File: src/rtl/core/upwn_pkg.sv
// Shared types and constants for the UTF-8 punctuation width normalizer.
// No dependencies; imported by upwn_step and the top level.
package upwn_pkg;

    localparam int unsigned MAX_RESULTS = 4;
    localparam int unsigned CNT_W       = 3;

    localparam logic [20:0] CP_BAD   = 21'h00fffd;
    localparam logic [20:0] CJK_LO   = 21'h004e00;
    localparam logic [20:0] CJK_HI   = 21'h009fff;

    localparam logic [7:0] LEAD3_TAG = 8'he0;
    localparam logic [7:0] CONT_TAG  = 8'h80;

    // Punctuation pairs, same order in both tables
    localparam logic [7:0] ASCII_MARKS [8] = '{
        8'h2c, 8'h2e, 8'h21, 8'h3f, 8'h3b, 8'h3a, 8'h28, 8'h29
    };
    localparam logic [15:0] WIDE_MARKS [8] = '{
        16'hff0c, 16'h3002, 16'hff01, 16'hff1f,
        16'hff1b, 16'hff1a, 16'hff08, 16'hff09
    };

    // One finished part, ready for the output buffer
    typedef struct packed {
        logic [MAX_RESULTS-1:0][7:0] data;
        logic [CNT_W-1:0]            count;
        logic                        text_end;
    } upwn_part_t;

    function automatic logic is_cjk(input logic [20:0] cp);
        return (cp >= CJK_LO) && (cp <= CJK_HI);
    endfunction

    function automatic logic is_wordish(input logic [20:0] cp);
        return (cp >= 21'h30 && cp <= 21'h39) || (cp >= 21'h41 && cp <= 21'h5a) ||
               (cp >= 21'h61 && cp <= 21'h7a) || cp == 21'h27 || cp == 21'h22;
    endfunction

    function automatic logic is_space(input logic [20:0] cp);
        return cp == 21'h20 || cp == 21'h09 || cp == 21'h0d || cp == 21'h0a;
    endfunction

endpackage

File: src/rtl/core/upwn_step.sv
// Decoder state and per-byte step: groups bytes into parts and applies
// the width rewrite. Depends on upwn_pkg.
module upwn_step (
    input  logic                clk,
    input  logic                rst_n,
    input  logic                accept,
    input  logic [7:0]          in_byte,
    input  logic                text_end,
    output upwn_pkg::upwn_part_t part
);
    import upwn_pkg::*;

    logic [3:0][7:0] held_reg;
    logic [1:0]      held_count_reg, held_count_next;
    logic [1:0]      expected_reg, expected_next;
    logic [20:0]     partial_reg, partial_next;
    logic [20:0]     prior_reg, prior_next;

    logic        done, bad, hold_wr;
    logic [20:0] cp;
    logic        ascii_hit, wide_hit;
    logic [7:0]  ascii_sel;
    logic [15:0] wide_sel;
    logic        prior_cjk, prior_word;

    // Byte classification and next decoder state
    always_comb
    begin
        done            = 1'b0;
        bad             = 1'b0;
        hold_wr         = 1'b0;
        cp              = {13'd0, in_byte};
        expected_next   = expected_reg;
        partial_next    = partial_reg;
        held_count_next = held_count_reg;
        if (expected_reg == 2'd0)
        begin
            if (!in_byte[7])
            begin
                done = 1'b1;
            end
            else if (in_byte[7:5] == 3'b110)
            begin
                expected_next = 2'd1;
                partial_next  = {16'd0, in_byte[4:0]};
                hold_wr       = 1'b1;
            end
            else if (in_byte[7:4] == 4'b1110)
            begin
                expected_next = 2'd2;
                partial_next  = {17'd0, in_byte[3:0]};
                hold_wr       = 1'b1;
            end
            else if (in_byte[7:3] == 5'b11110)
            begin
                expected_next = 2'd3;
                partial_next  = {18'd0, in_byte[2:0]};
                hold_wr       = 1'b1;
            end
            else
            begin
                done = 1'b1;
                bad  = 1'b1;
            end
        end
        else if (in_byte[7:6] != 2'b10)
        begin
            done = 1'b1;
            bad  = 1'b1;
        end
        else
        begin
            partial_next  = {partial_reg[14:0], in_byte[5:0]};
            expected_next = expected_reg - 2'd1;
            if (expected_reg == 2'd1)
            begin
                done = 1'b1;
                cp   = partial_next;
            end
            else
            begin
                hold_wr = 1'b1;
            end
        end
        // Text end flushes whatever is unfinished as a bad part
        if (!done && text_end)
        begin
            done    = 1'b1;
            bad     = 1'b1;
            hold_wr = 1'b0;
        end
        if (hold_wr)
        begin
            held_count_next = held_count_reg + 2'd1;
        end
        if (done)
        begin
            held_count_next = 2'd0;
            expected_next   = 2'd0;
            partial_next    = '0;
        end
        if (bad)
        begin
            cp = CP_BAD;
        end
    end

    // Mark table lookups
    always_comb
    begin
        ascii_hit = 1'b0;
        wide_hit  = 1'b0;
        ascii_sel = 8'h00;
        wide_sel  = 16'h0000;
        for (int k = 0; k < 8; k++)
        begin
            if (!ascii_hit && cp == {13'd0, ASCII_MARKS[k]})
            begin
                ascii_hit = 1'b1;
                wide_sel  = WIDE_MARKS[k];
            end
            if (!wide_hit && cp == {5'd0, WIDE_MARKS[k]})
            begin
                wide_hit  = 1'b1;
                ascii_sel = ASCII_MARKS[k];
            end
        end
    end

    assign prior_cjk  = is_cjk(prior_reg);
    assign prior_word = is_wordish(prior_reg);

    // Build the emitted bytes
    always_comb
    begin
        part          = '0;
        part.text_end = text_end;
        prior_next    = prior_reg;
        for (int i = 0; i < MAX_RESULTS; i++)
        begin
            part.data[i] = (i < int'(held_count_reg)) ? held_reg[i] : in_byte;
        end
        if (done)
        begin
            part.count = {1'b0, held_count_reg} + 3'd1;
            if (!bad && held_count_reg == 2'd0 && prior_cjk && ascii_hit)
            begin
                part.data[0] = LEAD3_TAG | {4'd0, wide_sel[15:12]};
                part.data[1] = CONT_TAG | {2'd0, wide_sel[11:6]};
                part.data[2] = CONT_TAG | {2'd0, wide_sel[5:0]};
                part.count   = 3'd3;
            end
            else if (!bad && held_count_reg == 2'd2 && !prior_cjk && prior_word && wide_hit)
            begin
                part.data[0] = ascii_sel;
                part.count   = 3'd1;
            end
            if (!is_space(cp))
            begin
                prior_next = cp;
            end
            if (text_end)
            begin
                prior_next = '0;
            end
        end
    end

    // Held bytes carry no reset; only entries of the current part are read
    always_ff @(posedge clk)
    begin
        if (accept && hold_wr)
        begin
            held_reg[held_count_reg] <= in_byte;
        end
    end

    always_ff @(posedge clk or negedge rst_n)
    begin
        if (!rst_n)
        begin
            held_count_reg <= '0;
            expected_reg   <= '0;
            partial_reg    <= '0;
            prior_reg      <= '0;
        end
        else if (accept)
        begin
            held_count_reg <= held_count_next;
            expected_reg   <= expected_next;
            partial_reg    <= partial_next;
            prior_reg      <= prior_next;
        end
    end

`ifndef SYNTHESIS
    a_idle_empty: assert property (@(posedge clk) disable iff (!rst_n)
        expected_reg == 2'd0 |-> held_count_reg == 2'd0)
        else $error("held bytes with no sequence in progress");

    a_seq_bounds: assert property (@(posedge clk) disable iff (!rst_n)
        expected_reg != 2'd0 |->
            held_count_reg != 2'd0 && ({1'b0, held_count_reg} + {1'b0, expected_reg}) <= 3'd4)
        else $error("sequence length out of range");

    a_end_clears: assert property (@(posedge clk) disable iff (!rst_n)
        accept && text_end |=> expected_reg == 2'd0 && prior_reg == '0)
        else $error("text end did not clear history");
`endif

endmodule

File: src/rtl/core/utf8_punctuation_width_normalizer_core.sv
// Top level of the UTF-8 punctuation width normalizer: input handshake and
// output byte buffer. Depends on upwn_pkg and upwn_step.
//
// Usage:
//   s_* carries one raw UTF-8 byte per request (tlast marks the end of the
//   text). m_* carries normalized bytes; tlast marks the final byte emitted
//   for one input request, tuser the final byte of the whole text.
//   Each accepted byte is decoded in the cycle it is taken; the bytes it
//   releases (0 to 4) sit in a small output buffer and leave one per cycle
//   while the receiver is ready, so the first result byte appears in the
//   cycle after the input request is taken. Throughput: one input byte per
//   cycle while each request releases at most one byte and the receiver is
//   ready; a request releasing more bytes holds the input while the buffer
//   drains. A new byte is taken in the same cycle the last buffered byte leaves.
//   Reset clears the decoder state, the history and the buffer. When the
//   receiver stalls, the buffer holds and s_tready stays low until the last
//   buffered byte can leave.
module utf8_punctuation_width_normalizer_core (
    input  logic       clk,
    input  logic       rst_n,
    input  logic       s_tvalid,
    output logic       s_tready,
    input  logic [7:0] s_tdata,   // [7:0] in_byte
    input  logic       s_tlast,   // text_end
    output logic       m_tvalid,
    input  logic       m_tready,
    output logic [7:0] m_tdata,   // [7:0] out_byte
    output logic       m_tlast,   // run_last
    output logic       m_tuser    // [0] stream_done
);
    import upwn_pkg::*;

    logic                        s_fire, m_fire;
    upwn_part_t                  part;
    logic [MAX_RESULTS-1:0][7:0] buf_reg, buf_next;
    logic [CNT_W-1:0]            cnt_reg, cnt_next;
    logic                        end_reg, end_next;

    assign s_fire = s_tvalid && s_tready;
    assign m_fire = m_tvalid && m_tready;

    upwn_step u_step (
        .clk      (clk),
        .rst_n    (rst_n),
        .accept   (s_fire),
        .in_byte  (s_tdata),
        .text_end (s_tlast),
        .part     (part)
    );

    // Take a new request when the buffer is empty or its last byte leaves now
    assign s_tready = (cnt_reg == '0) || (cnt_reg == CNT_W'(1) && m_tready);

    assign m_tvalid = (cnt_reg != '0);
    assign m_tdata  = buf_reg[0];
    assign m_tlast  = (cnt_reg == CNT_W'(1));
    assign m_tuser  = (cnt_reg == CNT_W'(1)) && end_reg;

    // Output buffer: load a finished part or shift out one byte
    always_comb
    begin
        buf_next = buf_reg;
        cnt_next = cnt_reg;
        end_next = end_reg;
        if (s_fire && part.count != '0)
        begin
            buf_next = part.data;
            cnt_next = part.count;
            end_next = part.text_end;
        end
        else if (m_fire)
        begin
            buf_next = {8'h00, buf_reg[MAX_RESULTS-1:1]};
            cnt_next = cnt_reg - CNT_W'(1);
        end
    end

    always_ff @(posedge clk)
    begin
        buf_reg <= buf_next;
    end

    always_ff @(posedge clk or negedge rst_n)
    begin
        if (!rst_n)
        begin
            cnt_reg <= '0;
            end_reg <= 1'b0;
        end
        else
        begin
            cnt_reg <= cnt_next;
            end_reg <= end_next;
        end
    end

`ifndef SYNTHESIS
    a_cnt_bound: assert property (@(posedge clk) disable iff (!rst_n)
        cnt_reg <= CNT_W'(MAX_RESULTS))
        else $error("output buffer count overflow");

    a_load_count: assert property (@(posedge clk) disable iff (!rst_n)
        s_fire && part.count != '0 |=> m_tvalid && cnt_reg == $past(part.count))
        else $error("output buffer not loaded with the part");

    a_drain_empty: assert property (@(posedge clk) disable iff (!rst_n)
        m_fire && m_tlast && !s_fire |=> !m_tvalid)
        else $error("output still valid after last byte left");
`endif

endmodule
File: config.mk
export PLATFORM = sky130hd
export DESIGN_NAME = utf8_punctuation_width_normalizer_core
export DESIGN_NICKNAME = d
export VERILOG_FILES = /design/src/rtl/core/upwn_pkg.sv /design/src/rtl/core/upwn_step.sv /design/src/rtl/core/utf8_punctuation_width_normalizer_core.sv
export SDC_FILE = /design/constraint.sdc
export NUM_CORES = 1
export LEC_CHECK = 0
export ABC_AREA = 1
export BUFFER_PORTS_ARGS = -buffer_cell sky130_fd_sc_hd__buf_4
export CORE_MARGIN = 4
export CORE_UTILIZATION = 55
export CTS_BUF_LIST = sky130_fd_sc_hd__clkbuf_16
export CTS_CLUSTER_SIZE = 16
export DETAILED_ROUTE_END_ITERATION = 12
export PLACE_DENSITY_LB_ADDON = 0.12
export SYNTH_ARGS = -nofsm -noshare
export SYNTH_HDL_FRONTEND = slang
export SYNTH_SLANG_ARGS = --single-unit
File: constraint.sdc
create_clock -name clk -period 7.2 [get_ports clk]
set_clock_uncertainty 0.1 [all_clocks]
set_input_delay 1.08 -clock clk [delete_from_list [all_inputs] [get_ports clk]]
set_output_delay 1.08 -clock clk [all_outputs]
set_load 0.02 [all_outputs]
Yosys cells after proc, flatten, opt, wreduce, memory -nomap -nowiden
Cells that the tools add are included.
{"block": "word_totals", "register_bits": 108, "input_bits": 13, "out_inout_bits": 12, "elab_cells": 220}
{"block": "classes", "add_sub_neg": 4, "magnitude_cmp": 13, "eq_ne": 33, "n_mux": 88, "reduce_logical": 68}
{"cell": "21-bit by 6-bit equality test with 1-bit output (second input constant)", "n": 11}
{"cell": "21-bit by 16-bit equality test with 1-bit output (second input constant)", "n": 7}
{"cell": "16-bit two-way mux", "n": 9}
{"cell": "21-bit two-way mux", "n": 6}
{"cell": "15-bit two-way mux", "n": 7}
{"cell": "32-bit two-way mux", "n": 2}
{"cell": "21-bit by 4-bit equality test with 1-bit output (second input constant)", "n": 3}
{"cell": "6-bit two-way mux", "n": 8}
{"cell": "21-bit by 7-bit >= comparator with 1-bit output (second input constant)", "n": 2}
{"cell": "21-bit by 7-bit less-or-equal comparator with 1-bit output (second input constant)", "n": 2}
{"cell": "1-bit two-way mux", "n": 36}
{"cell": "1-bit logical AND", "n": 33}
{"cell": "32-bit bitwise mux", "n": 1}
{"cell": "8-bit two-way mux", "n": 4}
{"cell": "27-bit two-way mux", "n": 1}
{"cell": "11-bit two-way mux", "n": 2}
{"cell": "21-bit by 14-bit equality test with 1-bit output (second input constant)", "n": 1}
{"cell": "21-bit by 15-bit >= comparator with 1-bit output (second input constant)", "n": 1}
{"cell": "21-bit by 6-bit >= comparator with 1-bit output (second input constant)", "n": 1}
{"cell": "21-bit by 16-bit less-or-equal comparator with 1-bit output (second input constant)", "n": 1}
{"cell": "21-bit by 6-bit less-or-equal comparator with 1-bit output (second input constant)", "n": 1}
{"cell": "2-bit two-way mux", "n": 9}
{"cell": "1-bit zero test", "n": 17}
{"cell": "8-bit demux with 2-bit select", "n": 1}
{"cell": "other kinds (27)", "n": 40}

Logic depth before layout (Yosys ltp)
Gate-level depths: netlist of the first run.
{"block": "logic_depth", "word_depth": 40, "mapped_depth": 25, "depth_no_buf": 23}

Hierarchy
A second synthesis of the first run with hierarchy kept.
{"block": "hier_totals", "hier_cells": 809, "hier_area_um2": 6334.8}
{"module": "upwn_step", "instances": 1, "cells_each": 627, "area_per_inst_um2": 4556.9}
{"module": "utf8_punctuation_width_normalizer_core", "instances": 1, "cells_each": 182, "area_per_inst_um2": 1778.0}

Least setup slack after synthesis of the first run
Ideal clock, no wire load.
{"block": "synth_timing", "kind": "input to register", "start": "in s_tdata[6]", "end": "reg buf_reg[10] (netlist bit), enable pin", "setup_time_ns": 0.389, "arrival_ns": 3.807, "required_ns": 6.711, "setup_slack_ns": 2.904, "cell_stages": 20, "path_cell_list": "inv_2 nand2_2 inv_1 nand2_4 nand3_4 buf_4 nand3_2 nor2_2 nand2_1 nor4_2 nor2_1 nand3_1 nand2_1 buf_6 nand3_1 nor2_2 nand2_4 nand2_8 buf_6 nand2_1"}
{"block": "synth_between", "elab_chain_len": 40}
{"item": "start: declaration", "line": "utf8_punctuation_width_normalizer_core.sv:23", "rtl": "input logic [7:0] s_tdata,"}
{"item": "5-bit equality test", "line": "upwn_step.sv:54", "rtl": "else if (in_byte[7:3] == 5'b11110)"}
{"item": "1-bit two-way mux", "line": "upwn_step.sv:54"}
{"item": "1-bit two-way mux", "line": "upwn_step.sv:48", "rtl": "else if (in_byte[7:4] == 4'b1110)"}
{"item": "1-bit two-way mux", "line": "upwn_step.sv:42", "rtl": "else if (in_byte[7:5] == 3'b110)"}
{"item": "1-bit two-way mux", "line": "upwn_step.sv:38", "rtl": "if (!in_byte[7])"}
{"item": "1-bit two-way mux", "line": "upwn_step.sv:36", "rtl": "if (expected_reg == 2'd0)"}
{"item": "1-bit zero test", "line": "upwn_step.sv:86", "rtl": "if (!done && text_end)"}
{"item": "1-bit logical AND", "line": "upwn_step.sv:86"}
{"item": "[24 not listed]"}
{"item": "1-bit two-way mux", "line": "upwn_step.sv:122", "rtl": "if (!wide_hit && cp == {5'd0, WIDE_MARKS[k]})"}
{"item": "1-bit logical AND", "line": "upwn_step.sv:153", "rtl": "else if (!bad && held_count_reg == 2'd2 && !prior_cjk && prior_word && wide_hit)"}
{"item": "11-bit two-way mux", "line": "upwn_step.sv:153"}
{"item": "11-bit two-way mux", "line": "upwn_step.sv:146", "rtl": "if (!bad && held_count_reg == 2'd0 && prior_cjk && ascii_hit)"}
{"item": "27-bit two-way mux (*)", "line": "upwn_step.sv:143", "rtl": "if (done)"}
{"item": "3-bit nonzero test (*)", "line": "utf8_punctuation_width_normalizer_core.sv:65", "rtl": "if (s_fire && part.count != '0)"}
{"item": "1-bit logical AND (*)", "line": "utf8_punctuation_width_normalizer_core.sv:65"}
{"item": "2-bit nonzero test (no source line) (*)"}
{"item": "end signal: assignment", "line": "utf8_punctuation_width_normalizer_core.sv:80", "rtl": "buf_reg <= buf_next;"}
{"item": "end: declaration", "line": "utf8_punctuation_width_normalizer_core.sv:35", "rtl": "logic [MAX_RESULTS-1:0][7:0] buf_reg, buf_next;"}
Every way passes the cells marked *; elsewhere a longest branch is shown, timed or not.
A chain may end at the register's enable or synchronous reset.

Worst setup path in the final report of the first run
{"block": "layout_timing", "start": "in s_tdata[6]", "end": "reg buf_reg[9] (netlist bit), enable pin"}
Same word-level chain as after synthesis.

==> results.py, run 1 <==
metrics = {
    "outcome": {
        "run_status": "completed",
    },
    "synthesis": {
        "synthMuxAreaShare_pct": 0.167,
        "synth_edf_count": 56,
        "avgSynthCellArea_um2": 8.28,
        "synth_area_leader_cell": "edfxtp_1",
        "synth_fp_nets": 746,
        "synth-warning-count": 0,
        "synth-seq-cells": 100,
        "ys_async_sr_fraction_pct": 44.0,
        "synth_cell_types": 47,
        "netlist_instances": 725,
        "yosys-top-cells-area": "edfxtp_1 28%, dfrtp_1 18%, nand2_1 9.9%",
        "synthesis.area_um2": 6000,
        "synth_xor_area_share_pct": 0.292,
        "synthAdderAreaFrac_pct": 1.67,
        "synth_top_family_by_area": "simple AND/OR/NAND/NOR gates",
        "ys_seq_area_share_pct": 46.4,
        "synth_ff_type": "edfxtp_1",
        "synth_top_area_share_pct": 28.0,
        "synth_compound_area_share_pct": 13.1,
        "yosys.area_share.simple_pct": 28.7,
    },
    "worst_setup_path": {
        "cp_slowest_stage_delay_ns": 0.93,
        "cp_slowest_cell": "nor3_2",
        "path_cells": "buf_4 > inv_2 > nand2_2 > nor2_4 > inv_2 > nor2_1 > nor3_2 > inv_1 > nor2_4 > nand3_2 > nor2_1 > inv_1 > nand3_1 > nand2_1 > nand3_1 > nor2_2 > nand2_4 > nand2_8 > nand2_1 > buf_4",
        "worstPathArrival_ns": 5.05,
        "cp-end-kind": "flop",
        "critPathKind": "in2reg",
        "start_kind": "primary input",
        "reg2reg_slack_ns": 2.41,
        "cp_max_fo": 54,
        "cp.required_ns": 7.10,
    },
    "power_and_ir_drop": {
        "power_switching_mw": 0.958,
        "finalPower_mw": 2.34,
        "power_density_nw_per_um2": 364,
        "p_int_mw": 1.38,
        "combPwrFrac_pct": 41.1,
        "seqPwrFrac_pct": 38.9,
        "power_frac_clock_pct": 20.0,
        "p_sw_share_pct": 41.0,
        "ir_worst_vdd_uv": 178,
        "leakagePower_nw": 2.88,
    },
    "layout": {
        "area_growth_pct": 6.90,
        "diodes": 0,
        "layoutNonFillerInstCount": 868,
        "nets": 748,
        "mostFrequentLayoutCells": "158 x nand2_1, 83 x inv_1, 65 x nor2_1, 63 x nand3_1",
        "nFillCells": 924,
        "layout-drive-gt1-share_pct": 13.3,
        "layout_commonest_cell": "nand2_1",
    },
    "cts": {
        "clk_latency_ns": 0.34,
        "hold_buffers": 0,
        "h-tree-depth": 3,
        "clock_sinks": 100,
        "cts-root-buf": "clkbuf_16",
        "path_clk_slew_ns": 0.07,
        "cts_made_buffers": 9,
        "postCtsSetupBuffers": 0,
        "cts_buffer_depth": 2,
        "cts_resized": 0,
        "cts_tree": "done",
    },
    "detailed_routing": {
        "drt-pass1-iter-count": 6,
        "avgViaCountPerCell": 5.70,
        "wirelength_um": 14900,
        "final_antenna_net_count": 0,
        "drcViolationCount": 0,
        "wl_per_cell_um": 17.2,
        "vias": 4948,
        "drtIter0Drc": 516,
    },
    "floorplan": {
        "initial_utilization_pct": 57.4,
        "die_w_um": 112,
        "dieArea_um2": 12600,
        "row_count": 37,
        "die_y_um": 112,
        "core-area_um2": 10500,
        "io-pin-count": 25,
    },
    "global_routing": {
        "grt_pass1_vias": 4885,
        "overflow": 0,
        "grt.total_usage_pct": 24.5,
        "antenna_found_initial": 0,
        "grt_max_degree": 55,
        "grt_pass1_wl_um": 24700,
    },
    "flow_run": {
        "cap_violations": 0,
    },
    "timing": {
        "worst_pin_slew_ns": 1.17,
        "fin_crit_sh_pct": 71.4,
        "tns_ns": 0,
        "report.final.hold_viol_count": 0,
        "rsz0062_at_grt": "no",
        "setup_viol": 0,
        "slew_viol_final": 0,
        "max_freq_mhz": 194,
        "max-slew-margin-rel_pct": 21.9,
        "period_minus_slack_ns": 5.14,
    },
    "placed_design": {
        "port_buffers": 24,
        "gp_congestion": 0.881,
        "dpl.cell_count": 852,
        "dp_hpwl_um": 11100,
    },
    "worst_hold_path": {
        "hold_path.class": "reg2reg",
    },
}
[through the flow]
step | util [%] | hold WS, ns | setup WS [ns] | cell area [um^2]
5_1_grt | 61.3 | 0.427 | 1.65 | 6420
4_1_cts | 61.3 | 0.384 | 2.12 | 6420
6_report | 61.3 | 0.383 | 2.06 | 6420
3_3_place_gp | 58.6 | 0.371 | 1.96 | 6130
2_1_floorplan | - | 0.348 | 2.90 | 6000
3_5_place_dp | 58.6 | 0.368 | 1.77 | 6130
[area by class of cell]
type	count	area [um^2]	area share, %
clock inverters	6	35.0	0.546
multi-input cells	499	2640	41.2
clock buffers	10	250	3.90
repair buffers	26	195	3.04
well taps	136	170	2.65
flip-flops and latches	100	2780	43.4
inverters	91	342	5.32
[per-layer routing]
metal	track usage, %	share of wire (%)	vias up
met4	10.7	3.6	0
met5	0	0	-
li1	-	-	2463
met3	4.31	4.8	33
met2	41.5	49	150
met1	30.8	43	2302
[synth_stat cells, drive strengths merged (3+ instances only)]
cell type  number
dfrtp          44
buf            25
a21oi           5
nor4            4
o22ai          12
o211ai         18
edfxtp         56
nand3          73
o21ai          79
nor2           76
clkbuf         10
nor3            9
ha              8
nand4          28
a31oi           3
nand2         166
inv            89
[cell families after synthesis]
kind of cell,count (synthesis)
DFF,100
buffers and inverters,126
adders and majority gates,8
and+or+nand+nor,362
AOI/OAI and AO/OA,126
muxes,1
xor gates and xnor gates,2
[power groups by stage]
stage | registers, mW | logic, mW | clock network (mW)
floorplan | 0.896 | 0.777 | 0
global placement | 0.915 | 0.932 | 0
detailed placement | 0.920 | 0.953 | 0
CTS | 0.909 | 0.958 | 0.472
global route | 0.930 | 1.09 | 0.499
finish | 0.909 | 0.961 | 0.467
[worst paths after layout]
path	depth (start not counted)	from	endpoint
worst min-delay path	2	end_reg$_DFFE_PN0P_	end_reg$_DFFE_PN0P_
worst max-delay path	20	s_tdata[6]	buf_reg[9]$_DFFE_PP_
worst min register to register	2	end_reg$_DFFE_PN0P_	end_reg$_DFFE_PN0P_
worst max register to register	19	u_step.expected_reg[1]$_DFFE_PN0P_	buf_reg[9]$_DFFE_PP_
min in group asynchronous	1	rst_n	u_step.expected_reg[1]$_DFFE_PN0P_
max in group asynchronous	1	rst_n	u_step.prior_reg[0]$_DFFE_PN0P_
[critical path: cells and delay by family]
kind / cells / cell delay [ns]
AND/OR/NAND/NOR: 14 / 2.99
buffers and inverters: 6 / 0.93
Power figures use the tool's default switching activity.
==> run 2, diff against run 1 <==
ABC_AREA = 0   (was 1)
clock period = 4.7 ns   (was 7.2 ns; I/O delays follow)
==> run 2 against run 1 <==
  * Final cell count shrank 29%
  * Critical path depth fell by 12
  * Hold slack worse by 0.13 ns
  * Register-to-register slack got worse by 1.2 ns
  * Core utilization is 0.20 points lower
  * Sequential share of layout area grew 6.1 points
  * Routed wire length down 14%
  * Combinational power is 9% higher
  * Via count decreased by 20%
  * Global-route usage down 0.39 points
  * Sequential cell count unchanged
  * Synthesized area decreased by 14%
  * Critical path type is now reg2reg
==> results.py, run 2 <==
metrics = {
    "outcome": {
        "run_status": "completed",
    },
    "synthesis": {
        "netlist_instances": 497,
        "ys_async_sr_fraction_pct": 44.0,
        "synthTopCellsByCount": "69 x nand2_1, 56 x edfxtp_1, 44 x dfrtp_1, 32 x nor2_1, 26 x clkbuf_1",
        "avgSynthCellArea_um2": 10.4,
        "synth_edf_count": 56,
        "synth.most_common_cell": "nand2_1",
        "ys_seq_area_share_pct": 53.7,
        "synth_area_leader_cell": "edfxtp_1",
        "synthesis.area_um2": 5190,
        "synth_fp_nets": 518,
        "synth_ff_type": "edfxtp_1",
        "synth-seq-cells": 100,
        "synth_cell_types": 54,
        "yosys-top-cells-area": "edfxtp_1 32%, dfrtp_1 21%, nand2_1 5.0%",
        "synth-warning-count": 0,
        "synth_top_area_share_pct": 32.4,
    },
    "timing": {
        "worst_pin_slew_ns": 0.807,
        "rsz0062_at_grt": "no",
        "slew_viol_final": 0,
        "tns_ns": 0,
        "max_freq_mhz": 289,
        "report.final.hold_viol_count": 0,
        "setup_viol": 0,
        "period_minus_slack_ns": 3.46,
        "max-slew-margin-rel_pct": 46.1,
        "fin_crit_sh_pct": 73.7,
    },
    "worst_setup_path": {
        "cp-end-kind": "flop",
        "cp_slowest_cell": "o31a_1",
        "path_delay_family": "simple AND/OR/NAND/NOR gates",
        "critPathBufInv": 2,
        "reg2reg_slack_ns": 1.24,
        "critPathKind": "reg2reg",
        "worstPathArrival_ns": 3.45,
        "cp.required_ns": 4.68,
        "path_cells": "inv_1 > ha_1 > nand2_1 > nor4_1 > and4_1 > o31a_1 > buf_4 > a41oi_1",
        "cp_slowest_stage_delay_ns": 0.58,
        "start_kind": "flop",
        "cp_max_fo": 15,
    },
    "detailed_routing": {
        "avgViaCountPerCell": 6.41,
        "vias": 3938,
        "wl_per_cell_um": 20.8,
        "final_antenna_net_count": 0,
        "wirelength_um": 12800,
        "drcViolationCount": 0,
        "drt-pass1-iter-count": 6,
        "drtIter0Drc": 318,
    },
    "power_and_ir_drop": {
        "combPwrFrac_pct": 34.0,
        "seqPwrFrac_pct": 44.7,
        "leakagePower_nw": 2.29,
        "power_switching_mw": 1.10,
        "p_int_mw": 2.00,
        "power_density_nw_per_um2": 551,
        "power_frac_clock_pct": 21.3,
        "p_sw_share_pct": 35.6,
        "ir_worst_vdd_uv": 271,
    },
    "floorplan": {
        "initial_utilization_pct": 56.4,
        "io-pin-count": 25,
        "die_y_um": 105,
        "row_count": 35,
        "dieArea_um2": 11000,
        "die_w_um": 105,
        "core-area_um2": 9200,
    },
    "layout": {
        "nFillCells": 763,
        "layout-drive-gt1-share_pct": 11.5,
        "area_growth_pct": 8.40,
        "mostFrequentLayoutCells": "69 x nand2_1, 56 x edfxtp_1, 44 x dfrtp_1, 33 x buf_4, 32 x nor2_1",
        "nets": 519,
        "diodes": 0,
        "layout_commonest_cell": "nand2_1",
        "final_util_pct": 61.1,
    },
    "placed_design": {
        "gp_congestion": 0.909,
        "port_buffers": 24,
        "dp_hpwl_um": 8710,
    },
    "cts": {
        "cts_resized": 0,
        "cts_buffer_depth": 2,
        "cts-root-buf": "clkbuf_16",
        "clock_sinks": 100,
        "cts_made_buffers": 9,
        "path_clk_slew_ns": 0.07,
        "hold_buffers": 0,
        "postCtsSetupBuffers": 0,
        "clk_latency_ns": 0.35,
        "h-tree-depth": 3,
        "cts_tree": "done",
    },
    "global_routing": {
        "grt_pass1_vias": 3689,
        "overflow": 0,
        "grt_max_degree": 45,
        "grt_pass1_wl_um": 20600,
        "grt.total_usage_pct": 24.1,
        "antenna_found_initial": 0,
    },
    "flow_run": {
        "cap_violations": 0,
    },
    "worst_hold_path": {
        "hold_path.class": "in2async",
    },
}
-- run 2: path summary, 6_finish.rpt --
check / from / to / depth (start not counted)
max: u_step.held_count_reg[0]$_DFFE_PN0P_ / buf_reg[16]$_DFFE_PP_ / 8
min: rst_n / u_step.prior_reg[1]$_DFFE_PN0P_ / 1
max reg2reg: u_step.held_count_reg[0]$_DFFE_PN0P_ / buf_reg[16]$_DFFE_PP_ / 8
min reg2reg: u_step.prior_reg[8]$_DFFE_PN0P_ / u_step.prior_reg[8]$_DFFE_PN0P_ / 1
max in group asynchronous: rst_n / end_reg$_DFFE_PN0P_ / 1
min in group clk: u_step.prior_reg[8]$_DFFE_PN0P_ / u_step.prior_reg[8]$_DFFE_PN0P_ / 1
-- run 2: cell type report --
cell class	count	area, um^2	area share, %
multi-input cells	336	2120	37.8
well taps	111	139	2.47
repair buffers	33	248	4.41
inverters	18	67.6	1.20
clock inverters	7	35.0	0.623
flip-flops and latches	100	2780	49.5
clock buffers	9	225	4.01
-- run 2: per-stage QoR --
stage | area (um^2) | power, mW | hold slack, ns | instances | setup slack (ns)
finish | 5620 | 3.10 | 0.249 | 614 | 1.24
global route | 5620 | 3.29 | 0.295 | 614 | 0.911
CTS | 5620 | 3.11 | 0.264 | 614 | 1.28
detailed placement | 5360 | 2.45 | 0.363 | 598 | 0.902
global placement | 5360 | 2.42 | 0.357 | 598 | 0.993
floorplan | 5190 | 2.17 | 0.309 | 497 | 0.972
-- run 2: power groups by stage --
| stage | clock network (mW) | registers (mW) | logic, mW |
|---|---|---|---|
| after global routing | 0.711 | 1.41 | 1.16 |
| after global placement | 0 | 1.40 | 1.02 |
| final | 0.661 | 1.39 | 1.05 |
| after detailed placement | 0 | 1.40 | 1.05 |
| after CTS | 0.675 | 1.39 | 1.05 |
| after floorplan | 0 | 1.35 | 0.813 |
-- run 2: kinds of logic after synthesis --
family	share of synthesized area [%]
simple gates	16.4
compound gates	18.0
xor+xnor	0.507
fa+ha+maj	1.93
mux	4.03
flops	53.7
buf+inv	5.55
-- run 2: per-layer routing --
metal	track usage (%)	up-vias	wire, um
li1	-	1827	-
met1	34.3	1912	5720
met2	37.1	176	5990
met3	4.57	23	767
met4	8.34	0	290
met5	0	-	0
